## config.mk

```make
export PLATFORM = sky130hd
export DESIGN_NAME = siap_queue
export DESIGN_NICKNAME = d
export VERILOG_FILES = /design/src/hdl/siap_queue.sv
export VERILOG_INCLUDE_DIRS = /design/src /design/src/hdl
export SDC_FILE = /design/constraint.sdc
export NUM_CORES = 1
export LEC_CHECK = 0
export ABC_CLOCK_PERIOD_IN_PS = 2250
export BUFFER_PORTS_ARGS = -buffer_cell sky130_fd_sc_hd__buf_2
export CAP_MARGIN = 5
export CELL_PAD_IN_SITES_DETAIL_PLACEMENT = 1
export CELL_PAD_IN_SITES_GLOBAL_PLACEMENT = 1
export CORE_MARGIN = 1
export CORE_UTILIZATION = 50
export CTS_CLUSTER_DIAMETER = 60
export DETAILED_ROUTE_END_ITERATION = 16
export PLACE_DENSITY_LB_ADDON = 0.1
export SLEW_MARGIN = 10
export SYNTH_ARGS = -nofsm -noshare
export SYNTH_HDL_FRONTEND = slang
export SYNTH_SLANG_ARGS = --single-unit
```

## constraint.sdc

```tcl
create_clock -name clk -period 2.25 [get_ports clk]
set_clock_uncertainty 0.15 [all_clocks]
set_input_delay 0.3375 -clock clk [delete_from_list [all_inputs] [get_ports clk]]
set_output_delay 0.3375 -clock clk [all_outputs]
set_load 0.02 [all_outputs]
```

## src/hdl/streaming_int8_average_pool_core_defines.svh

```systemverilog
// Assertion macros shared by the average pool RTL.
`ifndef STREAMING_INT8_AVERAGE_POOL_CORE_DEFINES_SVH
`define STREAMING_INT8_AVERAGE_POOL_CORE_DEFINES_SVH

// Same-cycle implication, disabled during reset.
`define SIAP_ASSERT_NOW(label, clk, rst, ante, cons, msg) \
  label: assert property (@(posedge clk) disable iff (rst) (ante) |-> (cons)) \
    else $error(msg);

// Next-cycle implication, disabled during reset.
`define SIAP_ASSERT_NEXT(label, clk, rst, ante, cons, msg) \
  label: assert property (@(posedge clk) disable iff (rst) (ante) |=> (cons)) \
    else $error(msg);

`endif

```

## src/hdl/siap_queue.sv

```systemverilog
// Small FIFO between the classifying front and the accumulating back.
`default_nettype none

module siap_queue #(
  parameter int WIDTH = 32,
  parameter int DEPTH = 4
) (
  input  logic             clk,
  input  logic             rst,
  input  logic             push,
  input  logic [WIDTH-1:0] wdata,
  output logic             full,
  input  logic             pop,
  output logic [WIDTH-1:0] rdata,
  output logic             empty
);

`include "streaming_int8_average_pool_core_defines.svh"

  localparam int PTR_W = (DEPTH > 1) ? $clog2(DEPTH) : 1;
  localparam int CNT_W = $clog2(DEPTH + 1);

  logic [WIDTH-1:0] slots [DEPTH];
  logic [PTR_W-1:0] wr_ptr;
  logic [PTR_W-1:0] rd_ptr;
  logic [CNT_W-1:0] count;

  assign full  = (count == CNT_W'(DEPTH));
  assign empty = (count == '0);
  assign rdata = slots[rd_ptr];

  // storage
  always_ff @(posedge clk) begin
    if (push) begin
      slots[wr_ptr] <= wdata;
    end
  end

  // pointers and fill level
  always_ff @(posedge clk) begin
    if (rst) begin
      wr_ptr <= '0;
      rd_ptr <= '0;
      count  <= '0;
    end else begin
      if (push) begin
        wr_ptr <= (wr_ptr == PTR_W'(DEPTH - 1)) ? '0 : wr_ptr + PTR_W'(1);
      end
      if (pop) begin
        rd_ptr <= (rd_ptr == PTR_W'(DEPTH - 1)) ? '0 : rd_ptr + PTR_W'(1);
      end
      if (push && !pop) begin
        count <= count + CNT_W'(1);
      end else if (pop && !push) begin
        count <= count - CNT_W'(1);
      end
    end
  end

  `SIAP_ASSERT_NOW(a_no_overflow, clk, rst, push, !full, "queue written while full")
  `SIAP_ASSERT_NOW(a_no_underflow, clk, rst, pop, !empty, "queue read while empty")
  `SIAP_ASSERT_NEXT(a_fill_up, clk, rst, push && !pop, count == $past(count) + CNT_W'(1), "queue fill level did not grow on a lone write")

endmodule

`default_nettype wire

```

# Word-level counts from Yosys, hierarchy flattened
# Memories as Yosys holds them, arrays and structs flattened. A register that Yosys moved wholly into a read port is not among the register bits.
# Cells that the tools add are included.
# totals
reg_bits,7
latchBits,0
mem_bits_rw,128
romBits,0
in_bits,36
output_inout_bits,34
n_memories,1
# memory_table
name,words,word_bits,rd,rd_ports_with_merged_regs,wr,line_no,text
slots,4,32,1,1,1,siap_queue.sv:23,logic [WIDTH-1:0] slots [DEPTH];
# op_classes
addsub,4
n_mul,0
n_div,0
magnitude_cmp,0
n_eq_ne,3
shifts,0
muxes,8
bitwise_logic,0
n_reduce_logical,6
# op_table
cell,n
2-bit two-way mux,4
3-bit two-way mux,2
"2-bit by 1-bit adder with 2-bit output, second input constant",2
"2-bit == test, second input constant",2
"3-bit by 1-bit adder with 3-bit output, second input constant",1
"3-bit == test, second input constant",1
3-bit logical NOT,1
"3-bit by 1-bit subtractor with 3-bit output, second input constant",1
1-bit logical AND,2
1-bit logical NOT,2
1-bit two-way mux,2
2-bit nonzero test,1

# Depth between registers and ports, before layout
# Gate-level depths: netlist of the first run.
# depth
ltp_word,4
mapped_depth,7
mapped_depth_nobuf,7

# Worst setup path after synthesis of the first run
# OpenSTA, ideal clock, no wires.
# synth_path
kind,register to register
start,register wr_ptr[0]
end,"memory slots[3][0], enable pin"
setup_time_ns,0.392
arrival_ns,1.341
required_time_ns,1.708
path_slack_ns,0.367
stages_incl_launch_ff,3
n_path_buf,0
period_less_slack_ns,1.883
cell_sequence,dfxtp_1 -> ha_1 -> and2_1
# synth_lines
item,line_no,text
from (decl),siap_queue.sv:24,logic [PTR_W-1:0] wr_ptr;
from (signal assigned),siap_queue.sv:47,wr_ptr <= (wr_ptr == PTR_W'(DEPTH - 1)) ? '0 : wr_ptr + PTR_W'(1);
to (decl),siap_queue.sv:23,
# No word-level cell before the write port.

==> reports/qor.txt, run 1 <==
maximum clock path buffer count -> 2
HP Class -> in -> reg
Tcrit/Tclk final -> 103%
WP data arrival -> 1840 ps
CP Cell Sequence -> buf_12 -> buf_4 -> mux4_2 -> buf_2
Die Wd -> 103 um
worst path bufs/invs -> 3
DR iter-0 viols -> 83
maximum clock rate -> 430 MHz
hpwl dp -> 5.67 mm
core area -> 9820 sq um
largest net degree at the start of global routing -> 33
max-slew violation count -> 0
DRC -> 0
crit-path max FO -> 9
antenna cells -> 0
Synth area leader -> edfxtp_1
initial antenna violation count -> 0
RSZ-0062 raised after global routing -> yes
Max Cap Violations -> 0
die span in y -> 103 um
Area Growth Syn to Fin -> 30.6%
proportion of synthesized chip area in sequential cells -> 78.9%
post-synthesis compound-gate area fraction -> 0.294%
Site Rows -> 36
crit end category -> output pin
routed vias/inst -> 5.23
Avg Cell Area, Syn -> 24.2 sq um
H-tree levels -> 4
adder-cell area share of the yosys netlist -> 1.87%
Worst VDD drop -> 544 uV
CP delay by family, top -> multiplexers
CTS tree -> done
post-synthesis mux area share -> 15.1%
antenna-violating nets left -> 0
# setup viols final -> 20
Fin Setup TNS -> -991 ps
Initial Utilization -> 51.9%
commonest non-fill, non-tap cell in the layout -> edfxtp_1
grt ovf -> 0
WL/cell -> 20.5 um
crit path max-delay cell type -> mux4_2
post-synthesis xor/xnor area fraction -> 0.344%
Pwr Density -> 927 nW/um^2
Cell variety after synth -> 19
Via Count -> 2518
proportion of netlist area held by the largest area contributor -> 75.4%
share of cells above drive strength 1 -> 42.0%
port bufs -> 69
DIE AREA -> 10600 sq um
Startpoint Class -> flip-flop
simple-gate portion of the synthesized area -> 1.52%
largest cells by area after synthesis -> edfxtp_1, mux4_2, dfxtp_1
Fin. Hold Viols -> 0
#FFs+latches synth -> 137
routed wire length -> 9.86 mm
syn_nets -> 254
critical path class -> reg -> out
Total Power -> 6180 uW
# IOs -> 70
GRT Overall Usage -> 20.4%
final layout net count -> 379
Slew headroom -> 42.3%
Mapped Area -> 5100 sq um
Mapped Cells -> 211
most frequent cells in the layout -> edfxtp_1, buf_2, dlygate4sd3_1
Hold Path Origin -> push
first-pass iteration count of the detailed router -> 4
CP max stage delay -> 510 ps
status -> complete, but fails checks
synth warn -> 0
Crit path required time -> 1760 ps
FF-to-FF Start -> wr_ptr[0]
CTS root buffer -> clkbuf_8
clock slew at reported path FFs -> 60 ps
vias in the first global route -> 2629
final period demand of the worst path -> 2330 ps
CTS Buf Count -> 17
largest family of logic cells by synthesized area -> multiplexers
GP Congestion -> 0.649
Pleak -> 0.00234 uW
total clock sinks -> 137
Worst Max-Slew Pin Slew -> 866 ps
first-pass GRT wire length -> 14.5 mm
clk_lat worst skew -> 520 ps
final setup margin -> -77.8 ps
violated checks -> setup timing
-- kinds of logic (layout without fill, tap and decap cells) --
kind of cell             after synthesis  count (layout)
AO/OA/AOI/OAI                          3               3
AND/OR/NAND/NOR                       15              15
flip-flops                           137             137
multiplexers                          36              36
adder cells (fa/ha/maj)                7               7
buffers and inverters                 11             148
XOR/XNOR                               2               2
-- per-layer routing --
layer	GRT usage (%)	vias up	wire, um
met5	0	-	0
met4	9.10	0	170
met3	7.73	10	444
met2	34.1	69	5320
met1	23.5	1308	3930
li1	-	1131	-
-- power breakdown --
part,switching (uW),internal [uW]
Sequential,44.3,2920
Clock,982,1550
Combinational,355,328
Total,1380,4790
-- stage by stage --
step / cells / hold WS (ps) / instance area, sq um / setup WS [ps] / utilization [%]
2_1_floorplan: 211 / 257 / 5100 / 367 / -
3_3_place_gp: 411 / 336 / 5620 / 314 / 57.2
3_5_place_dp: 411 / 347 / 5620 / 293 / 57.2
4_1_cts: 480 / 28.9 / 6590 / -102 / 67.1
5_1_grt: 481 / 53.1 / 6660 / -138 / 67.8
6_report: 481 / 40.8 / 6660 / -77.8 / 67.8
-- timing repair --
item | CTS | global route
endpoints found under the setup margin | 32 | 32
buffers inserted | 5 | 1
hold buffers | 33 | 0
endpoints found under the hold margin | 137 | 0
pin swaps | 0 | 0
resized for setup | 4 | 24
-- worst min-delay path, cell delays in order --
cell and delay [ps]:
buf_2 170, mux2i_1 90, nor2_1 70
-- registers in the layout (all words and copies together), names as in the netlist, named ones only --
register and cells:
rd_ptr 2, slots 128, wr_ptr 2, count 3
-- final timing paths --
check        slack (ps)           end  cells after the start
min reg2reg         360      count[2]                      2
max                 -80      rdata[3]                      4
max reg2reg         380  slots[2][15]                      3
min                  40     wr_ptr[0]                      3
-- Yosys cell counts (all sizes together) --
cell type	count
ha	6
mux2i	4
inv	4
fa	1
xor2	2
and2	4
o21ai	1
or3	1
nor3	1
nor3b	2
dfxtp	9
a21oi	2
nor2	7
edfxtp	128
mux4	32
buf	7
-- area by class of cell --
class	instances	area (sq um)
repair buffers	113	927
fillers	834	3160
clock inverters	14	134
inverters	4	15.0
clock buffers	17	414
well taps	133	166
flip-flops and latches	137	4030
multi-input cells	63	975
(Power assumes the default switching activity.)
==> inputs of run 2 (changes only) <==
--- a/config.mk
+++ b/config.mk
@@ -6,7 +6,7 @@
 export SDC_FILE = /design/constraint.sdc
 export NUM_CORES = 1
 export LEC_CHECK = 0
-export ABC_CLOCK_PERIOD_IN_PS = 2250
+export ABC_CLOCK_PERIOD_IN_PS = 2300
 export BUFFER_PORTS_ARGS = -buffer_cell sky130_fd_sc_hd__buf_2
 export CAP_MARGIN = 5
 export CELL_PAD_IN_SITES_DETAIL_PLACEMENT = 1
==> constraint.sdc (replaced) <==
create_clock -name clk -period 2.3 [get_ports clk]
set_clock_uncertainty 0.15 [all_clocks]
set_input_delay 0.345 -clock clk [delete_from_list [all_inputs] [get_ports clk]]
set_output_delay 0.345 -clock clk [all_outputs]
set_load 0.02 [all_outputs]
==> reports/qor.txt, run 2 (synthesis results as in run 1) <==
Pleak -> 0.00238 uW (was 0.00234 uW)
Tcrit/Tclk final -> 102%
WL/cell -> 22.1 um (was 20.5 um)
core area -> 9820 sq um (unchanged)
sw frac -> 22.6% (was 22.4%)
RSZ-0062 raised after global routing -> yes (unchanged)
Slew headroom -> 40.9% (was 42.3%)
Pwr Density -> 899 nW/um^2 (was 927 nW/um^2)
WP data arrival -> 1850 ps (was 1840 ps)
antenna-violating nets left -> 0 (unchanged)
Startpoint Class -> flip-flop (unchanged)
first-pass iteration count of the detailed router -> 4 (unchanged)
clock slew at reported path FFs -> 60 ps (about the same)
Fillers -> 813 (was 834)
maximum clock rate -> 426 MHz
final period demand of the worst path -> 2350 ps
DIE AREA -> 10600 sq um (unchanged)
grt ovf -> 0 (unchanged)
R2R Setup Slk -> 410 ps (was 380 ps)
clock network fraction of total power -> 40.2% (was 41.0%)
GP Congestion -> 0.650 (was 0.649)
# setup viols final -> 28 (was 20)
first-pass GRT wire length -> 14.4 mm (was 14.5 mm)
Fin. Hold Viols -> 0 (unchanged)
routed vias/inst -> 5.24 (was 5.23)
crit-path max FO -> 6 (was 9)
share of cells above drive strength 1 -> 41.2% (was 42.0%)
DRC -> 0 (unchanged)
port bufs -> 69 (unchanged)
initial antenna violation count -> 0 (unchanged)
Fin Setup TNS -> -822 ps (was -991 ps)
Initial Utilization -> 51.9% (unchanged)
Max Cap Violations -> 0 (unchanged)
CTS tree -> done (unchanged)
Via Count -> 2513 (was 2518)
Worst Max-Slew Pin Slew -> 887 ps (was 866 ps)
antenna cells -> 0 (unchanged)
DR iter-0 viols -> 95 (was 83)
# IOs -> 70 (unchanged)
status -> complete, but fails checks (unchanged)
routed wire length -> 10.6 mm (was 9.86 mm)
max-slew violation count -> 0 (unchanged)
crit end category -> output pin (unchanged)
largest net degree at the start of global routing -> 33 (unchanged)
GRT Overall Usage -> 20.0% (was 20.4%)
clk_lat worst skew -> 520 ps (about the same)
CTS Buf Count -> 17 (unchanged)
maximum clock path buffer count -> 2 (unchanged)
final std cells w/o fill -> 480 (was 481)
Seq pwr share -> 47.7% (was 48.0%)
H-tree levels -> 4 (unchanged)
die span in y -> 103 um (unchanged)
Die Wd -> 103 um (unchanged)
hpwl dp -> 5.72 mm (was 5.67 mm)
critical path class -> reg -> out (unchanged)
Area Growth Syn to Fin -> 32.9% (was 30.6%)
most frequent cells in the layout -> edfxtp_1, buf_2, buf_6, dlygate4sd3_1, mux4_2 (was edfxtp_1, buf_2, dlygate4sd3_1)
Worst VDD drop -> 614 uV (was 544 uV)
Crit path required time -> 1800 ps (was 1760 ps)
Int Pwr -> 4710 uW (was 4790 uW)
logic gate share of total power -> 12.1% (was 11.1%)
Site Rows -> 36 (unchanged)
final layout net count -> 377 (was 379)
final cell utilization of the core -> 69.0% (was 67.8%)
HP Class -> in -> reg (unchanged)
Total Power -> 6090 uW (was 6180 uW)
CTS root buffer -> clkbuf_8 (unchanged)
registers with the most flip-flops -> slots: 128 flops, count: 3 flops (unchanged)
vias in the first global route -> 2665 (was 2629)
violated checks -> setup timing (unchanged)
commonest non-fill, non-tap cell in the layout -> edfxtp_1 (unchanged)
post-CTS setup repair buffer count -> 0 (was 5)
sw power -> 1380 uW (about the same)
placed cell areas -> 5620 sq um (unchanged)
final setup margin -> -49.2 ps (was -77.8 ps)
max FFs per register -> 128 (unchanged)
Placed Instances -> 411 (unchanged)
Biggest register -> slots (unchanged)
Design Area, Final -> 6780 sq um (was 6660 sq um)
total clock sinks -> 137 (unchanged)
## run 2: changes by cell type in the layout (fill, tap and decap cells not counted), sizes merged
cell | previous run | this run
clkinvlp | 5 | 3
buf | 80 | 75
bufinv | 2 | 1
clkinv | 7 | 4
clkbuf | 17 | 27
## run 2: area by class of cell
| cell class | instances | area (sq um) | area share [%] |
|---|---|---|---|
| multi-input combinational | 63 | 971 | 14.3 |
| sequential | 137 | 4030 | 59.5 |
| tap | 133 | 166 | 2.46 |
| clock buffer | 24 | 460 | 6.79 |
| timing repair buffer | 111 | 1060 | 15.7 |
| inverter | 4 | 15.0 | 0.222 |
| clock inverter | 8 | 72.6 | 1.07 |
## run 2: power groups by stage
stage	Sequential (uW)	Clock, uW	Combinational [uW]
after global routing	2910	2580	791
after floorplan	2930	0	371
after global placement	2940	0	555
after detailed placement	2950	0	564
final	2900	2450	740
after CTS	2900	2460	619
## run 2: per-stage QoR
stage,hold slack (ps),worst slack (ps)
global route,40.0,-96.0
global placement,336,356
detailed placement,342,326
floorplan,264,417
finish,38.8,-49.2
CTS,20.1,-63.7
## run 2: worst paths after layout
| path | cells past startpoint | startpoint | endpoint |
|---|---|---|---|
| setup / recovery | 3 | flip-flop | rdata[2] |
| hold / removal | 3 | pop | flip-flop |
| setup reg to reg | 3 | wr_ptr[0] | slots[2][0] |
| hold reg to reg | 2 | count[2] | count[2] |
## run 2: worst max-delay path, cell delays in order, from the launching register on
cell	delay [ps]
dfxtp_4	460
clkbuf_16	200
mux4_2	520
buf_6	150
## run 2: repair_timing
action | in CTS | in global routing
pin swaps | 0 | 0
endpoints found under the hold margin | 137 | 0
gates cloned | 0 | 4
endpoints found under the setup margin | 22 | 32
resized for setup | 5 | 65
hold buffers | 33 | 0
## run 2: routing by layer
| metal | wire length, um | track usage [%] | vias up | share of wire (%) |
|---|---|---|---|---|
| met3 | 387 | 5.83 | 14 | 3.6 |
| met5 | 0 | 0 | - | 0 |
| met1 | 4450 | 25.3 | 1303 | 42 |
| met2 | 5650 | 32.6 | 72 | 53 |
| li1 | - | - | 1124 | - |
| met4 | 146 | 8.88 | 0 | 1.4 |
==> inputs of run 3 (changes only) <==
--- a/config.mk
+++ b/config.mk
@@ -9,7 +9,7 @@
 export ABC_CLOCK_PERIOD_IN_PS = 2300
 export BUFFER_PORTS_ARGS = -buffer_cell sky130_fd_sc_hd__buf_2
 export CAP_MARGIN = 5
-export CELL_PAD_IN_SITES_DETAIL_PLACEMENT = 1
+export CELL_PAD_IN_SITES_DETAIL_PLACEMENT = 0
 export CELL_PAD_IN_SITES_GLOBAL_PLACEMENT = 1
 export CORE_MARGIN = 1
 export CORE_UTILIZATION = 50
==> reports/qor.txt, run 3 (synthesis results as in run 1) <==
registers with the most flip-flops -> slots: 128 flops, count: 3 flops (unchanged)
Pleak -> 0.00236 uW (was 0.00238 uW)
FF-to-FF Start -> wr_ptr[0] (unchanged)
first-pass GRT wire length -> 13.1 mm (was 14.4 mm)
critical path class -> reg -> out (unchanged)
CTS root buffer -> clkbuf_8 (unchanged)
Fin. Hold Viols -> 0 (unchanged)
# setup viols final -> 0 (was 28)
Hold Path Origin -> push (was pop)
HP Class -> in -> reg (unchanged)
worst path bufs/invs -> 3 (was 2)
DR iter-0 viols -> 69 (was 95)
RSZ-0062 raised after global routing -> yes (unchanged)
Worst VDD drop -> 513 uV (was 614 uV)
antenna-violating nets left -> 0 (unchanged)
Slew headroom -> 39.1% (was 40.9%)
port bufs -> 69 (unchanged)
die span in y -> 103 um (unchanged)
Site Rows -> 36 (unchanged)
CTS Buf Count -> 17 (unchanged)
most frequent cells in the layout -> edfxtp_1, buf_2, dlygate4sd3_1 (was edfxtp_1, buf_2, buf_6, dlygate4sd3_1, mux4_2)
Fillers -> 665 (was 813)
DRC -> 0 (unchanged)
Startpoint Class -> flip-flop (unchanged)
largest net degree at the start of global routing -> 33 (unchanged)
final setup margin -> 9.73 ps (was -49.2 ps)
Area Growth Syn to Fin -> 31.7% (was 32.9%)
hpwl dp -> 4.89 mm (was 5.72 mm)
Worst Max-Slew Pin Slew -> 914 ps (was 887 ps)
core area -> 9820 sq um (unchanged)
total clock sinks -> 137 (unchanged)
Pwr Density -> 932 nW/um^2 (was 899 nW/um^2)
CP max stage delay -> 520 ps (about the same)
maximum clock path buffer count -> 2 (unchanged)
Placement Setup Slack -> 346 ps (was 326 ps)
routed wire length -> 8.60 mm (was 10.6 mm)
clock slew at reported path FFs -> 60 ps (about the same)
Via Count -> 2428 (was 2513)
max-slew violation count -> 0 (unchanged)
crit-path most repeated cell -> buf_12
share of cells above drive strength 1 -> 41.3% (was 41.2%)
Tcrit/Tclk final -> 99.6% (was 102%)
routed vias/inst -> 5.09 (was 5.24)
Total Power -> 6260 uW (was 6090 uW)
GRT Overall Usage -> 18.0% (was 20.0%)
WP data arrival -> 1800 ps (was 1850 ps)
crit path max-delay cell type -> mux4_2 (unchanged)
clk_lat worst skew -> 500 ps (was 520 ps)
first-pass iteration count of the detailed router -> 4 (unchanged)
initial antenna violation count -> 0 (unchanged)
antenna cells -> 0 (unchanged)
max FFs per register -> 128 (unchanged)
final period demand of the worst path -> 2290 ps (was 2350 ps)
Die Wd -> 103 um (unchanged)
Crit path required time -> 1800 ps (about the same)
DIE AREA -> 10600 sq um (unchanged)
Initial Utilization -> 51.9% (unchanged)
Placed Instances -> 411 (unchanged)
Max Cap Violations -> 0 (unchanged)
status -> finished, final reports clean (was complete, but fails checks)
H-tree levels -> 4 (unchanged)
CTS tree -> done (unchanged)
final layout net count -> 376 (was 377)
Biggest register -> slots (unchanged)
CP Cell Sequence -> buf_12 -> buf_12 -> mux4_2 -> buf_6 (was clkbuf_16 -> mux4_2 -> buf_6)
crit end category -> output pin (unchanged)
final std cells w/o fill -> 477 (was 480)
WL/cell -> 18.0 um (was 22.1 um)
vias in the first global route -> 2512 (was 2665)
crit-path max FO -> 7 (was 6)
GP Congestion -> 0.650 (unchanged)
commonest non-fill, non-tap cell in the layout -> edfxtp_1 (unchanged)
# IOs -> 70 (unchanged)
CP delay by family, top -> multiplexers (unchanged)
grt ovf -> 0 (unchanged)
maximum clock rate -> 437 MHz (was 426 MHz)
==> run 3: timing repair <==
action,CTS,global route
hold buffers,33,0
endpoints found under the hold margin,137,0
endpoints found under the setup margin,19,31
gates resized for setup,15,23
setup buffers,3,0
==> run 3: metal layers <==
metal / up-vias / part of all wire, % / wire length [um] / GRT usage [%]
met5: - / 0 / 0 / 0
met4: 0 / 0.58 / 50 / 6.83
met3: 4 / 3.4 / 293 / 5.56
met2: 68 / 53 / 4540 / 29.6
met1: 1233 / 43 / 3720 / 22.5
li1: 1123 / - / - / -
==> run 3: per-stage QoR <==
step	hold slack, ps	TNS [ps]	util (%)	area (sq um)
after global routing	56.0	-1190	68.4	6720
after CTS	34.2	-247	67.7	6650
after global placement	336	0	57.2	5620
after detailed placement	338	0	57.2	5620
after floorplan	264	0	-	5100
final	58.5	0	68.4	6720
==> run 3: layout make-up <==
type	count	area [sq um]	share of cell area, %
flip-flops and latches	137	4030	60.0
multi-input cells	63	975	14.5
repair buffers	110	937	14.0
clock buffers	17	414	6.17
clock inverters	13	180	2.68
well taps	133	166	2.48
inverters	4	15.0	0.224
==> run 3: worst min-delay path, delay by kind of cell <==
kind	cells	cell delay, ps
and+or+nand+nor	1	80
muxes	1	90
buffers and inverters	1	160
==> run 3: power by group <==
group          internal [uW]  switching (uW)  leakage, uW
logic                    330             339     0.000831
registers               2850            38.4      0.00125
clock network           1740             960     0.000277
total                   4920            1340      0.00236
==> run 3: worst paths after layout <==
kind | to | slack, ps | cells past startpoint
max | rdata[9] | 10 | 4
min | wr_ptr[1] | 60 | 3
max reg2reg | slots[0][31] | 430 | 3
min reg2reg | count[2] | 350 | 2
