<file path="src/hdl/streaming_int8_average_pool_core_defines.svh">
// Assertion macros shared by the average pool RTL.
`ifndef STREAMING_INT8_AVERAGE_POOL_CORE_DEFINES_SVH
`define STREAMING_INT8_AVERAGE_POOL_CORE_DEFINES_SVH

// Same-cycle implication, disabled during reset.
`define SIAP_ASSERT_NOW(label, clk, rst, ante, cons, msg) \
  label: assert property (@(posedge clk) disable iff (rst) (ante) |-> (cons)) \
    else $error(msg);

// Next-cycle implication, disabled during reset.
`define SIAP_ASSERT_NEXT(label, clk, rst, ante, cons, msg) \
  label: assert property (@(posedge clk) disable iff (rst) (ante) |=> (cons)) \
    else $error(msg);

`endif

</file>
<file path="src/hdl/siap_pkg.sv">
// Shared types, constants and helpers of the average pool block.
`default_nettype none

package siap_pkg;

  // Field widths of the configuration and the item ports
  localparam int POOL_W     = 4;
  localparam int CHANNELS_W = 6;
  localparam int DIM_W      = 8;
  localparam int SAMPLE_W   = 8;
  localparam int ROW_W      = 7;
  localparam int COL_W      = 7;
  localparam int CHAN_W     = 5;
  localparam int ADDR_W     = 5;
  localparam int DATA_W     = 32;

  // Output clamp bounds
  localparam int AVG_MIN = -128;
  localparam int AVG_MAX = 127;

  // Register reset values
  localparam logic [POOL_W-1:0]     POOL_RST       = 4'd2;
  localparam logic [CHANNELS_W-1:0] CHANNELS_RST   = 6'd1;
  localparam logic [DIM_W-1:0]      IN_WIDTH_RST   = 8'd28;
  localparam logic [DIM_W-1:0]      OUT_WIDTH_RST  = 8'd14;
  localparam logic [DIM_W-1:0]      OUT_HEIGHT_RST = 8'd14;

  // Register indexes (byte address / 4)
  typedef enum logic [2:0] {
    REG_POOL_SIZE  = 3'd0,
    REG_CHANNELS   = 3'd1,
    REG_IN_WIDTH   = 3'd2,
    REG_OUT_WIDTH  = 3'd3,
    REG_OUT_HEIGHT = 3'd4
  } reg_index_t;

  // Raw register contents
  typedef struct packed {
    logic [POOL_W-1:0]     pool_size;
    logic [CHANNELS_W-1:0] channels;
    logic [DIM_W-1:0]      in_width;
    logic [DIM_W-1:0]      out_width;
    logic [DIM_W-1:0]      out_height;
  } cfg_t;

  // One classified sample handed from the front to the back
  typedef struct packed {
    logic signed [SAMPLE_W-1:0] sample;
    logic [ROW_W-1:0]           row;
    logic [COL_W-1:0]           col;
    logic [CHAN_W-1:0]          chan;
    logic                       first;      // opens its window
    logic                       last_win;   // closes its window
    logic                       frame_end;  // last result of the frame
  } work_t;

  // Pool side in use: zero acts as one, large values saturate
  function automatic logic [4:0] eff_pool(input logic [POOL_W-1:0] ps, input int max_pool);
    logic [4:0] k;
    if (ps == '0) begin
      k = 5'd1;
    end else if (int'(ps) > max_pool) begin
      k = 5'(max_pool);
    end else begin
      k = 5'(ps);
    end
    return k;
  endfunction

endpackage

`default_nettype wire

</file>
<file path="src/hdl/siap_front.sv">
// Front end: position counters, window classification and sum address.
`default_nettype none

module siap_front import siap_pkg::*; #(
  parameter int MAX_WIDTH    = 128,
  parameter int MAX_CHANNELS = 32,
  parameter int MAX_POOL     = 8,
  localparam int IDX_W       = $clog2(MAX_WIDTH * MAX_CHANNELS)
) (
  input  logic                       clk,
  input  logic                       rst,
  input  cfg_t                       cfg,
  input  logic                       pool_wr,
  input  logic                       push,
  output logic                       full,
  input  logic signed [SAMPLE_W-1:0] sample,
  input  logic                       frame_start,
  output logic                       q_push,
  output work_t                      q_work,
  output logic [IDX_W-1:0]           q_idx,
  input  logic                       q_full
);

  localparam int CW    = $clog2(MAX_WIDTH);
  localparam int CHW   = (MAX_CHANNELS > 1) ? $clog2(MAX_CHANNELS) : 1;
  localparam int NCW   = $clog2(MAX_CHANNELS + 1);
  localparam int WW    = $clog2(MAX_WIDTH + 1);
  localparam int KW    = $clog2(MAX_POOL + 1);
  localparam int PW    = $clog2(MAX_POOL);
  localparam int AW    = $clog2(MAX_WIDTH + 2 * MAX_POOL + 1);
  localparam int PRODW = CW + NCW;

  // counters
  logic [CHW-1:0] chan_pos, chan_pos_next;
  logic [CW-1:0]  col_pos, col_pos_next;
  logic [WW-1:0]  row_pos, row_pos_next;
  logic [PW-1:0]  row_phase, row_phase_next;
  logic [CW-1:0]  col_phase, col_phase_next;  // wider than the pool during resync
  logic [CW-1:0]  col_win, col_win_next;      // output column of col_pos
  logic           resync, resync_next;

  // effective configuration
  logic [KW-1:0]  k;
  logic [NCW-1:0] nc;
  logic [WW-1:0]  w;
  logic [WW-1:0]  ow;
  logic [WW-1:0]  oh;

  // counters as seen by the current sample
  logic [CHW-1:0] c_chan;
  logic [CW-1:0]  c_col;
  logic [WW-1:0]  c_row;
  logic [PW-1:0]  c_rph;
  logic [CW-1:0]  c_cph;
  logic [CW-1:0]  c_ox;

  logic [AW-1:0]    win_base;
  logic [AW-1:0]    win_end;
  logic [AW-1:0]    cph_inc;
  logic [NCW-1:0]   ch_inc;
  logic [WW-1:0]    col_inc;
  logic [KW-1:0]    rph_inc;
  logic [PRODW-1:0] base_prod;
  logic             contrib;
  logic             acc;

  // clamp the registers to the supported ranges
  always_comb begin
    k = KW'(eff_pool(cfg.pool_size, MAX_POOL));
    if (cfg.channels == '0) begin
      nc = NCW'(1);
    end else if (int'(cfg.channels) > MAX_CHANNELS) begin
      nc = NCW'(MAX_CHANNELS);
    end else begin
      nc = NCW'(cfg.channels);
    end
    if (cfg.in_width == '0) begin
      w = WW'(1);
    end else if (int'(cfg.in_width) > MAX_WIDTH) begin
      w = WW'(MAX_WIDTH);
    end else begin
      w = WW'(cfg.in_width);
    end
    ow = (int'(cfg.out_width) > MAX_WIDTH) ? WW'(MAX_WIDTH) : WW'(cfg.out_width);
    oh = (int'(cfg.out_height) > MAX_WIDTH) ? WW'(MAX_WIDTH) : WW'(cfg.out_height);
  end

  // frame start clears the position before this sample
  assign c_chan = frame_start ? '0 : chan_pos;
  assign c_col  = frame_start ? '0 : col_pos;
  assign c_row  = frame_start ? '0 : row_pos;
  assign c_rph  = frame_start ? '0 : row_phase;
  assign c_cph  = frame_start ? '0 : col_phase;
  assign c_ox   = frame_start ? '0 : col_win;

  assign win_base = AW'(c_col) - AW'(c_cph);
  assign win_end  = win_base + AW'(k);
  assign cph_inc  = AW'(c_cph) + AW'(1);
  assign ch_inc   = NCW'(c_chan) + NCW'(1);
  assign col_inc  = WW'(c_col) + WW'(1);
  assign rph_inc  = KW'(c_rph) + KW'(1);

  // a sample counts only inside a full window of the output grid
  assign contrib = (NCW'(c_chan) < nc) && (WW'(c_col) < w) && (c_row < oh) &&
                   (KW'(c_rph) < k) && (WW'(c_ox) < ow) && (win_end <= AW'(w));

  assign full   = resync || q_full;
  assign acc    = push && !full;
  assign q_push = acc && contrib;

  // sum address: output column times channels plus channel
  assign base_prod = PRODW'(c_ox) * PRODW'(nc);
  assign q_idx     = IDX_W'(base_prod) + IDX_W'(c_chan);

  always_comb begin
    q_work.sample    = sample;
    q_work.row       = ROW_W'(c_row);
    q_work.col       = COL_W'(c_ox);
    q_work.chan      = CHAN_W'(c_chan);
    q_work.first     = (c_cph == '0) && (c_rph == '0);
    q_work.last_win  = (cph_inc == AW'(k)) && (rph_inc == k);
    q_work.frame_end = ((c_row + WW'(1)) == oh) && (ch_inc == nc) &&
                       (((WW'(c_ox) + WW'(1)) == ow) || ((win_end + AW'(k)) > AW'(w)));
  end

  // counter advance, and resync of the column split after a pool size write
  always_comb begin
    chan_pos_next  = chan_pos;
    col_pos_next   = col_pos;
    row_pos_next   = row_pos;
    row_phase_next = row_phase;
    col_phase_next = col_phase;
    col_win_next   = col_win;
    resync_next    = resync;
    priority if (pool_wr) begin
      resync_next    = 1'b1;
      col_win_next   = '0;
      col_phase_next = col_pos;
    end else if (resync) begin
      if (AW'(col_phase) >= AW'(k)) begin
        col_phase_next = col_phase - CW'(k);
        col_win_next   = col_win + CW'(1);
      end else begin
        resync_next = 1'b0;
      end
    end else if (acc) begin
      chan_pos_next  = c_chan;
      col_pos_next   = c_col;
      row_pos_next   = c_row;
      row_phase_next = c_rph;
      col_phase_next = c_cph;
      col_win_next   = c_ox;
      if (ch_inc >= nc) begin
        chan_pos_next = '0;
        if (col_inc >= w) begin
          col_pos_next   = '0;
          col_phase_next = '0;
          col_win_next   = '0;
          if (rph_inc >= k) begin
            row_phase_next = '0;
            if (c_row < oh) begin
              row_pos_next = c_row + WW'(1);
            end
          end else begin
            row_phase_next = PW'(rph_inc);
          end
        end else begin
          col_pos_next = CW'(col_inc);
          if (cph_inc >= AW'(k)) begin
            col_phase_next = '0;
            col_win_next   = c_ox + CW'(1);
          end else begin
            col_phase_next = CW'(cph_inc);
          end
        end
      end else begin
        chan_pos_next = CHW'(ch_inc);
      end
    end
  end

  // counter registers
  always_ff @(posedge clk) begin
    if (rst) begin
      chan_pos  <= '0;
      col_pos   <= '0;
      row_pos   <= '0;
      row_phase <= '0;
      col_phase <= '0;
      col_win   <= '0;
      resync    <= 1'b0;
    end else begin
      chan_pos  <= chan_pos_next;
      col_pos   <= col_pos_next;
      row_pos   <= row_pos_next;
      row_phase <= row_phase_next;
      col_phase <= col_phase_next;
      col_win   <= col_win_next;
      resync    <= resync_next;
    end
  end

endmodule

`default_nettype wire

</file>
<file path="config.mk">
export PLATFORM = sky130hd
export DESIGN_NAME = siap_front
export DESIGN_NICKNAME = d
export VERILOG_FILES = /design/src/hdl/streaming_int8_average_pool_core_defines.svh /design/src/hdl/siap_pkg.sv /design/src/hdl/siap_front.sv
export SDC_FILE = /design/constraint.sdc
export NUM_CORES = 1
export LEC_CHECK = 0
export BUFFER_PORTS_ARGS = -buffer_cell sky130_fd_sc_hd__buf_2
export CORE_ASPECT_RATIO = 1.1
export CORE_MARGIN = 4
export CORE_UTILIZATION = 23
export DETAILED_ROUTE_END_ITERATION = 10
export PLACE_DENSITY = 0.43
export RECOVER_POWER = 25
export SLEW_MARGIN = 20
export SYNTH_ARGS = -nofsm -noshare
export SYNTH_HDL_FRONTEND = slang
export SYNTH_SLANG_ARGS = --single-unit
</file>
<file path="constraint.sdc">
create_clock -name clk -period 8.35 [get_ports clk]
set_input_delay 1.67 -clock clk [delete_from_list [all_inputs] [get_ports clk]]
set_output_delay 1.67 -clock clk [all_outputs]
set_load 0.1 [all_outputs]
</file>
Word-level counts from Yosys, hierarchy flattened
Cells that the tools add are included.
- add/subtract/negate cells: 13
- multipliers: 1
- magnitude comparators: 17
- equality and inequality tests: 7
- muxes and demuxes: 40
- bitwise operators: 2
- reductions and logical operators: 25
- operators by type and width (cell ; count):
    $mux W7 ; 18
    $mux W8 ; 9
    $add A7 B1 Y8 const B ; 3
    $gt A8 B8 Y1 const B ; 3
    $add A8 B4 Y8 ; 2
    $eq A8 B8 Y1 ; 2
    $lt A7 B8 Y1 ; 2
    $add A7 B1 Y7 const B ; 2
    $add A12 B5 Y12 ; 1
    $mul A7 B6 Y12 ; 1
    $mux W3 ; 4
    $mux W6 ; 2
    $logic_and A1 B1 Y1 ; 11
    $mux W5 ; 2
    $add A8 B1 Y8 const B ; 1
    $eq A8 B4 Y1 ; 1
    $ge A8 B4 Y1 ; 1
    $ge A8 B8 Y1 ; 1
    $gt A8 B8 Y1 ; 1
    $le A8 B8 Y1 ; 1
    $logic_not A8 Y1 ; 1
    $lt A8 B8 Y1 ; 1
    $mux W4 ; 2
    $sub A7 B7 Y8 ; 1
    other kinds (27) ; 32
- bits in registers: 38
- bits of input ports: 48
- output and inout port bits: 44
- logic and storage cells: 112

Depth between registers and ports, before layout
Gate-level depths: netlist of the first run.
- word-level depth: 10
- depth in mapped cells: 24
- mapped depth without buffers: 21

Least setup slack after synthesis of the first run
OpenSTA, ideal clock, no wires.
- kind: input-to-output
- start point: in frame_start
- end point: out q_work[1] (netlist bit)
- data arrival time: 8119 ps
- required time: 6680 ps
- slack: -1439 ps
- cell stages on the path: 11
- buffers on the path: 4
- cell sequence: buf_2 -> clkbuf_1 -> clkbuf_1 -> clkbuf_1 -> nand2b_1 -> inv_1 -> ha_1 -> xnor2_1 -> ha_1 -> nand4b_1 -> a2111oi_0
- RTL lines (item ; RTL line ; text):
    from (decl) ; siap_front.sv:17 ; input logic frame_start,
    to (decl) ; siap_front.sv:19 ; output work_t q_work,

Worst setup path after layout of the first run
- start point: in cfg[25] (netlist bit)
- end point: out q_idx[10]
- cells in the longest elaborated chain, start to end: 5
- elaborated cells on any way between the ends: 6
- classes of those cells: 1 x add/sub; 1 x mul; 1 x order compare; 2 x mux; 1 x reduce/logical
- RTL lines (item ; RTL line ; text):
    from (decl) ; siap_front.sv:12 ; input cfg_t cfg,
    $gt A6 B6 Y1 ; siap_front.sv:72 ; end else if (int'(cfg.channels) > MAX_CHANNELS) begin
    $mux W6 ; siap_front.sv:72 ;
    $mux W6 (*) ; siap_front.sv:70 ; if (cfg.channels == '0) begin
    $mul A7 B6 Y12 (*) ; siap_front.sv:112 ; assign base_prod = PRODW'(c_ox) * PRODW'(nc);
    $add A12 B5 Y12 (*) ; siap_front.sv:113 ; assign q_idx = IDX_W'(base_prod) + IDX_W'(c_chan);
    to (decl) ; siap_front.sv:20 ; output logic [IDX_W-1:0] q_idx,
Every way passes the cells marked *; elsewhere a longest branch is shown, timed or not.

==> summary.txt, run 1 <==
Critical path
  • Slowest-stage cell, CP: fa_1
  • CP arrival: 6.38 ns
  • CP Class: input port to output port
  • Nature of the critical path endpoint: output port
  • Crit-path cells: buf_2 -> nor4_1 -> o21ai_0 -> inv_1 -> nand2_1 -> fa_1 -> inv_1 -> ha_1 -> inv_1 -> fa_1 -> fa_1 -> inv_1 -> ha_1 -> nand2_1 -> o21ai_0 -> or4_1 -> a31o_2 -> a21oi_2 -> xnor2_4 -> buf_12
  • Worst EP required: 6.68 ns
  • Most used cell, CP: inv_1
  • Slowest Stage Delay on Critical Path: 0.52 ns
  • Max FO, Critical Path: 5
  • CP startpoint kind: input port

Detailed routing
  • Routed len/inst: 16.48 um
  • Routed via count: 6589
  • Remaining DRCs: 0
  • Initial DRC Count: 330
  • Avg Vias per Cell: 4.845
  • Post-route ant nets: 0
  • 1st-pass router iterations: 4
  • Final wirelength: 22.41 mm

GRT
  • Tot GR Track Use: 13.42%
  • Initial antenna violation count: 0
  • First-pass GRT wire length: 36.34 mm
  • Largest net degree at the start of global routing: 36
  • Vias in the first global route: 6685
  • Total grt overflow: 0

CTS
  • Num Clock Sinks: 38
  • CTS tree: done
  • Worst-path clk slew: 0.06 ns
  • Post-CTS Setup Inserts: 0
  • Clk root buf: clkbuf_16
  • Max clock buf depth: 2
  • Cts repair resizes: 0
  • H-tree depth: 2
  • Clk_lat worst skew: 0.29 ns
  • Post-cts hold buffer count: 0
  • Num CTS Buffers: 5

Power
  • Gate power share: 41.7%
  • Final total power: 0.6693 mW
  • Sw frac: 38.96%
  • Power share of the clock group: 29.6%
  • Pwr/cell area: 82.40 nW/um^2
  • NetSw: 0.2608 mW
  • P_int: 0.4086 mW
  • LEAKAGE: 3.781 nW
  • Sequential group share of total power: 28.7%
  • Worst vdd ir: 0.06574 mV

Final layout
  • Ant diodes: 0
  • Share of cells above drive strength 1: 13.18%
  • Post-layout net count: 1185
  • Design area: 8123 sq um
  • Post-layout util: 27.32%
  • Filler cells: 3297
  • Syn-to-layout area delta: 16.80%

Floorplanning
  • FP Rows: 66
  • Initial Utilization: 23.39%
  • Full die area: 33080 sq um
  • Die H: 190.4 um
  • I/O Pins: 92
  • CORE AREA: 29730 sq um
  • Die X: 173.8 um

Yosys
  • Synth Flop Type: dfxtp_1
  • Yosys warns: 0
  • Synth top area share: 22.67%
  • Synth Register Bits: 38
  • Cell count after synthesis: 919
  • Top-count cell post-synth: ha_1
  • Most frequent cells after synthesis: ha_1 (126), nor2_1 (92), inv_1 (89)
  • Asr flop ratio synth: 0%
  • Number of synthesized flops with an enable pin: 0
  • Synth Net Count: 1119
  • Post-Syn Area: 6954 sq um
  • Register area share after synthesis: 10.94%
  • Syn_area_per_cell: 7.567 sq um
  • Top post-synthesis cells by area: ha_1 (23%), dfxtp_1 (11%), fa_1 (7.5%)
  • Yosys top cell by area: ha_1
  • Netlist cell types: 72

Timing
  • FMAX: 0.1243 GHz
  • Sum Neg Setup Slack: 0 ns
  • Minimum clock period: 8.048 ns
  • Final setup vio count: 0
  • Final Hold Fails: 0
  • Fin Hold WS: 0.4624 ns
  • Worst-margin pin slew: 1.212 ns
  • Crit share post-route: 96.38%
  • Max-slew headroom: 19.56%
  • Final max-slew violation count: 0
  • Worst Skew: 0.004804 ns
  • Unrepaired setup endpoints after global routing: no

Placement
  • PortBufs: 75
  • Routability cong.: 0.8360
  • Area post-placement: 7984 sq um
  • Final HPWL DP: 18.68 mm

Job
  • Number of max-cap violations: 0

Worst hold path
  • Worst min path class: flop to flop

Status
  • Status: complete, no violations
[worst max-delay path: cells and delay by family]
kind	cells	cell delay [ns]
AO/OA/AOI/OAI	4	0.89
buffers and inverters	6	0.66
XOR/XNOR	1	0.16
AND/OR/NAND/NOR	4	0.92
adder cells (fa/ha/maj)	5	2.08
[area by class of cell]
type / instances / area, sq um / area share (%)
inverter: 91 / 359.1 / 4.421
clock buffer: 7 / 142.6 / 1.756
clock inverter: 1 / 5.005 / 0.06161
multi-input combinational: 753 / 5776 / 71.10
timing repair buffer: 96 / 611.8 / 7.532
tap: 374 / 467.9 / 5.761
sequential: 38 / 760.7 / 9.365
[cell usage in the layout, fill, tap and decap left out, types with 4 or more instances in the layout]
cell type   synthesis  routed
a21o_1             11      11
nand3_1            40      40
ha_1              126     126
nand4_1            10      10
a211oi_1           10      10
clkinvlp_4          0       4
nor3_1             15      15
a31o_2              4       4
nand2_1            79      77
fa_1               26      26
nor2b_1            33      33
a22oi_1             5       5
o21ai_0            45      45
nand2b_1           28      26
buf_2               5      63
o21bai_1            4       4
a32oi_1             4       4
o21a_1              7       7
xor2_1             21      21
a31oi_1            14      14
clkbuf_1           22       8
a21oi_1            43      42
xnor2_1            37      30
nor2_1             92      91
and3_1             10      10
a221oi_1            4       4
clkbuf_16           0       5
dfxtp_1            38      38
buf_12              0       6
xnor2_2             0       5
or3_1               5       5
buf_4               8      20
inv_1              89      85
o31ai_1             4       4
nor4_1              9       9
[per-layer routing]
layer  track usage [%]  vias to the layer above  share of wire [%]
li1                  -                     3354                  -
met1             18.09                     3100                 48
met2             23.30                      118                 47
met3             1.170                       17                3.4
met4             3.229                        0                1.4
met5                 0                        -                  0
[sequential cells by signal, summed over array words and instances (netlist names)]
| register | count |
|---|---|
| chan_pos | 5 |
| resync | 1 |
| row_pos | 8 |
| col_pos | 7 |
| col_phase | 7 |
| row_phase | 3 |
| col_win | 7 |
[kinds of logic after synthesis]
kind of cell    count (synthesis)  synth area share (%)
buf+inv                       128                 7.575
fa+ha+maj                     155                 30.60
mux                             3                0.4318
simple gates                  339                 23.79
compound gates                198                 19.36
xor+xnor                       58                 7.305
flops                          38                 10.94
[power groups by stage]
stage | clock, mW | sequential [mW] | combinational (mW)
2_1_floorplan | 0 | 0.191 | 0.221
3_3_place_gp | 0 | 0.196 | 0.283
3_5_place_dp | 0 | 0.196 | 0.281
4_1_cts | 0.202 | 0.192 | 0.283
5_1_grt | 0.209 | 0.193 | 0.317
6_report | 0.198 | 0.192 | 0.279
[worst paths after layout]
path / to / from / depth (start not counted) / slack (ns)
setup / recovery: q_idx[10] / cfg[25] / 20 / 0.30
hold / removal: chan_pos[4] / chan_pos[4] / 2 / 0.46
setup reg to reg: row_pos[6] / col_pos[1] / 13 / 4.44
hold reg to reg: chan_pos[4] / chan_pos[4] / 2 / 0.46
[metrics by stage]
stage          setup slack, ns  cells
3_5_place_dp            0.2860   1352
4_1_cts                 0.2611   1360
5_1_grt               0.003029   1360
2_1_floorplan        -0.008836    919
6_report                0.3025   1360
3_3_place_gp            0.2412   1352
Power figures use the tool's default switching activity.
==> inputs of run 2 (changes only) <==
- CELL_PAD_IN_SITES_DETAIL_PLACEMENT: not set -> 1
- CELL_PAD_IN_SITES_GLOBAL_PLACEMENT: not set -> 2
- PLACE_DENSITY: 0.43 -> 0.62
==> run 2 against run 1 <==
  * Global-route usage increased by 1.6 points
  * Largest cell class unchanged
  * Flip-flop and latch count unchanged
  * Register-to-register slack improved by 0.02 ns
  * Non-clock buffer count up 1
  * Setup slack improved by 0.0032 ns
  * Via count up 0.91%
  * Clock skew about the same
==> summary.txt, run 2 (synthesis gave the netlist of run 1 again) <==
Status
  • Status: complete, no violations

Placement
  • DP Worst Slack: 0.1871 ns
  • Final HPWL DP: 20.70 mm
  • PortBufs: 75
  • Dpl cells: 1353
  • Routability cong.: 0.7793

GRT
  • Busiest grt layer: met2
  • Met2 Usage GRT: 27.16%
  • Tot GR Track Use: 15.06%
  • Initial antenna violation count: 0
  • Met1 Usage GRT: 20.09%
  • First-pass GRT wire length: 40.71 mm
  • Met3 Resource Use GR: 1.150%
  • Largest net degree at the start of global routing: 36
  • Vias in the first global route: 7306
  • Total grt overflow: 0

Detailed routing
  • Final wirelength: 24.75 mm
  • Routed len/inst: 18.19 um
  • Initial DRC Count: 265
  • Remaining DRCs: 0
  • Post-route ant nets: 0
  • 1st-pass router iterations: 4
  • Routed via count: 6649
  • Avg Vias per Cell: 4.885

Critical path
  • CP startpoint kind: input port
  • Reg2reg start: col_pos[1]
  • CP Class: input port to output port
  • Flop2flop setup slack: 4.46 ns
  • Max FO, Critical Path: 5
  • Reg2Reg Depth: 13
  • Start point of the critical path: cfg[25]
  • CP arrival: 6.37 ns
  • Worst flop-to-flop path endpoint: col_pos[2]
  • Nature of the critical path endpoint: output port
  • Worst EP required: 6.68 ns

Power
  • Pwr/cell area: 90.78 nW/um^2
  • Worst vdd ir: 0.06826 mV
  • LEAKAGE: 3.791 nW

CTS
  • Cts repair resizes: 0
  • Num CTS Buffers: 5
  • Worst-path clk slew: 0.06 ns
  • Num Clock Sinks: 38
  • H-tree depth: 2
  • Clk_lat worst skew: 0.29 ns
  • CTS tree: done
  • Post-CTS Setup Inserts: 0
  • Post-cts hold buffer count: 0
  • Clk root buf: clkbuf_16
  • Max clock buf depth: 2

Worst hold path
  • Worst min path class: flop to flop
  • Worst hold start: chan_pos[4]
  • Worst Hold Depth: 2
  • Hold Crit Endpoint: chan_pos[4]

Floorplanning
  • FP Rows: 66
  • Full die area: 33080 sq um
  • I/O Pins: 92
  • Initial Utilization: 23.39%
  • CORE AREA: 29730 sq um
  • Die H: 190.4 um
  • Die X: 173.8 um

Timing
  • Unrepaired setup endpoints after global routing: no
  • Final max-slew violation count: 0
  • FMAX: 0.1243 GHz
  • Final setup vio count: 0
  • Final worst slack: 0.3057 ns
  • Max-slew headroom: 20.48%
  • Minimum clock period: 8.044 ns
  • Crit share post-route: 96.34%
  • Worst-margin pin slew: 1.198 ns
  • Worst Skew: 0.004698 ns
  • Final Hold Fails: 0

Final layout
  • Commonest cells after routing, fill and taps aside: ha_1 (126), nor2_1 (92), inv_1 (85)
  • Largest reg by FF count: row_pos
  • Post-layout net count: 1186
  • Filler cells: 3635
  • Final non-filler cell total: 1361
  • Post-layout util: 27.55%
  • Max FFs per register: 8
  • Commonest non-fill, non-tap cell in the layout: ha_1
  • Ant diodes: 0
  • Syn-to-layout area delta: 17.79%
  • Share of cells above drive strength 1: 12.87%

Job
  • Number of max-cap violations: 0
-- run 2: cell count changes in the layout (fill, tap and decap cells not counted), moves of 2 or more --
cell / previous run / this run
clkbuf_1: 8 / 11
buf_2: 63 / 57
buf_4: 20 / 22
bufinv_16: 0 / 2
-- run 2: worst max-delay path by stage --
stage / endpoint / slack, ns
2_1_floorplan: q_idx[11] / -0.009
3_3_place_gp: q_idx[10] / 0.25
3_5_place_dp: q_idx[10] / 0.19
4_1_cts: q_idx[10] / 0.18
5_1_grt: q_idx[10] / 0.01
6_report: q_idx[10] / 0.31
-- run 2: worst max-delay path, stage by stage --
cell and delay [ns]:
buf_2 0.11, nor4_1 0.34, o21ai_1 0.22, inv_1 0.21, nand2_1 0.10, fa_1 0.48, inv_1 0.04, ha_1 0.26
inv_1 0.05, fa_1 0.51, fa_1 0.52, inv_1 0.04, ha_1 0.32, nand2_1 0.07, o21ai_0 0.13, or4_1 0.46
a31o_2 0.26, a21oi_2 0.24, xnor2_4 0.16, buf_12 0.19
-- run 2: where the power goes --
group	internal, mW	switching (mW)
clock network	0.180	0.0866
registers	0.184	0.00801
logic	0.107	0.178
total	0.471	0.273
-- run 2: layout make-up --
type	instances	area, sq um	area share, %
clock buffer	6	138.9	1.695
clock inverter	2	60.06	0.7332
inverter	91	359.1	4.384
multi-input combinational	753	5773	70.48
sequential	38	760.7	9.287
tap	374	467.9	5.713
timing repair buffer	97	631.9	7.713
-- run 2: metrics by stage --
stage                      TNS, ns  area, sq um  power [mW]  hold slack [ns]
after floorplan           -0.01610         7079      0.4119           0.4324
after global placement           0         8006      0.4817           0.4380
after detailed placement         0         8006      0.4828           0.4556
after CTS                        0         8205      0.7523           0.4661
after global routing             0         8192      0.7959           0.4873
final                            0         8192      0.7436           0.4641
-- run 2: metal layers --
metal,up-vias,wire (um)
met5,-,0
met4,0,179
met3,8,505
met2,70,12130
met1,3219,11940
li1,3352,-
==> inputs of run 3 (changes only) <==
- MAX_ROUTING_LAYER: not set -> met4
==> run 3 against run 2 <==
  * Fmax decreased by 0.10%
  * Sequential power is essentially flat
  * Count of clock-buffer cells in the layout is the same
  * Clock power is essentially flat
  * Critical endpoint unchanged
==> summary.txt, run 3 (synthesis gave the netlist of run 1 again) <==
GRT
  • Met1 Usage GRT: 20.33%
  • First-pass GRT wire length: 40.69 mm
  • Vias in the first global route: 7310
  • Met3 Resource Use GR: 0.8130%
  • Largest net degree at the start of global routing: 36
  • Total grt overflow: 0
  • Busiest grt layer: met2
  • Tot GR Track Use: 15.49%
  • Met2 Usage GRT: 27.10%
  • Initial antenna violation count: 0

Power
  • LEAKAGE: 3.791 nW
  • Final total power: 0.7418 mW
  • Worst vdd ir: 0.06772 mV
  • Pwr/cell area: 90.55 nW/um^2

Timing
  • Crit share post-route: 96.44%
  • Final setup vio count: 0
  • Worst-margin pin slew: 1.208 ns
  • Unrepaired setup endpoints after global routing: no
  • Max-slew headroom: 19.78%
  • Worst Skew: 0.003960 ns
  • FMAX: 0.1242 GHz
  • Final max-slew violation count: 0
  • Minimum clock period: 8.053 ns
  • Fin Hold WS: 0.4621 ns
  • Sum Neg Setup Slack: 0 ns
  • Final worst slack: 0.2975 ns
  • Final Hold Fails: 0

Critical path
  • Max FO, Critical Path: 5
  • Slowest Stage Delay on Critical Path: 0.53 ns
  • Slowest-stage cell, CP: fa_1
  • Crit-path cells: buf_2 -> nor4_1 -> o21ai_1 -> inv_1 -> nand2_1 -> fa_1 -> inv_1 -> ha_1 -> inv_1 -> fa_1 -> fa_1 -> inv_1 -> ha_1 -> nand2_1 -> o21ai_0 -> or4_1 -> a31o_2 -> a21oi_2 -> xnor2_4 -> buf_12
  • Nature of the critical path endpoint: output port
  • CP arrival: 6.38 ns
  • CP startpoint kind: input port
  • Most used cell, CP: inv_1
  • Worst EP required: 6.68 ns
  • CP Class: input port to output port

Floorplanning
  • I/O Pins: 92
  • Die X: 173.8 um
  • Die H: 190.4 um
  • Full die area: 33080 sq um
  • FP Rows: 66
  • CORE AREA: 29730 sq um
  • Initial Utilization: 23.39%

CTS
  • Num CTS Buffers: 5
  • Post-cts hold buffer count: 0
  • Clk root buf: clkbuf_16
  • Num Clock Sinks: 38
  • Post-CTS Setup Inserts: 0
  • Worst-path clk slew: 0.06 ns
  • Clk_lat worst skew: 0.29 ns
  • H-tree depth: 2
  • Max clock buf depth: 2
  • Cts repair resizes: 0
  • CTS tree: done

Worst hold path
  • Worst min path class: flop to flop

Placement
  • Routability cong.: 0.7901
  • Final HPWL DP: 20.70 mm
  • Dpl cells: 1353
  • Area post-placement: 8006 sq um
  • PortBufs: 75
  • DP Worst Slack: 0.1871 ns

Final layout
  • Largest reg by FF count: row_pos
  • Design area: 8192 sq um
  • Filler cells: 3635
  • Commonest non-fill, non-tap cell in the layout: ha_1
  • Share of cells above drive strength 1: 12.87%
  • Commonest cells after routing, fill and taps aside: ha_1 (126), nor2_1 (92), inv_1 (85)
  • Max FFs per register: 8
  • Ant diodes: 0
  • Post-layout util: 27.55%
  • Syn-to-layout area delta: 17.79%
  • Post-layout net count: 1186
  • Final non-filler cell total: 1361

Detailed routing
  • Avg Vias per Cell: 4.881
  • Initial DRC Count: 262
  • Remaining DRCs: 0
  • Routed len/inst: 18.15 um
  • Post-route ant nets: 0
  • 1st-pass router iterations: 4
  • Final wirelength: 24.70 mm
  • Routed via count: 6643

Job
  • Number of max-cap violations: 0

Status
  • Status: complete, no violations
==> run 3: cell counts in the layout (fill, tap and decap cells not counted) <==
Identical to the previous run, type by type.
==> run 3: metal layers <==
layer	share of wire (%)	routed length, um
met4	0.75	184
met5	0	0
met1	48	11820
met3	2.4	603
met2	49	12090
==> run 3: final timing paths <==
path | end | slack (ns) | cells after the start | from
setup / recovery | q_idx[10] | 0.30 | 20 | cfg[25]
hold / removal | chan_pos[4] | 0.46 | 2 | chan_pos[4]
setup reg to reg | col_pos[2] | 4.48 | 13 | col_pos[1]
hold reg to reg | chan_pos[4] | 0.46 | 2 | chan_pos[4]
==> run 3: where the power goes <==
part	switching (mW)	internal, mW
Combinational	0.178	0.107
Clock	0.0858	0.180
Sequential	0.00798	0.184
Total	0.271	0.470
==> run 3: final cells by class <==
| type | count | area, sq um | area share [%] |
|---|---|---|---|
| Clock buffer | 6 | 138.9 | 1.695 |
| Clock inverter | 2 | 60.06 | 0.7332 |
| Inverter | 91 | 359.1 | 4.384 |
| Multi-Input combinational cell | 753 | 5773 | 70.48 |
| Sequential cell | 38 | 760.7 | 9.287 |
| Tap cell | 374 | 467.9 | 5.713 |
| Timing Repair Buffer | 97 | 631.9 | 7.713 |
==> run 3: worst max-delay path, delay by kind of cell <==
kind,cells,cell delay (ns)
xor gates and xnor gates,1,0.16
buffers and inverters,6,0.63
adders and majority gates,5,2.10
and+or+nand+nor,4,0.98
AOI/OAI and AO/OA,4,0.85
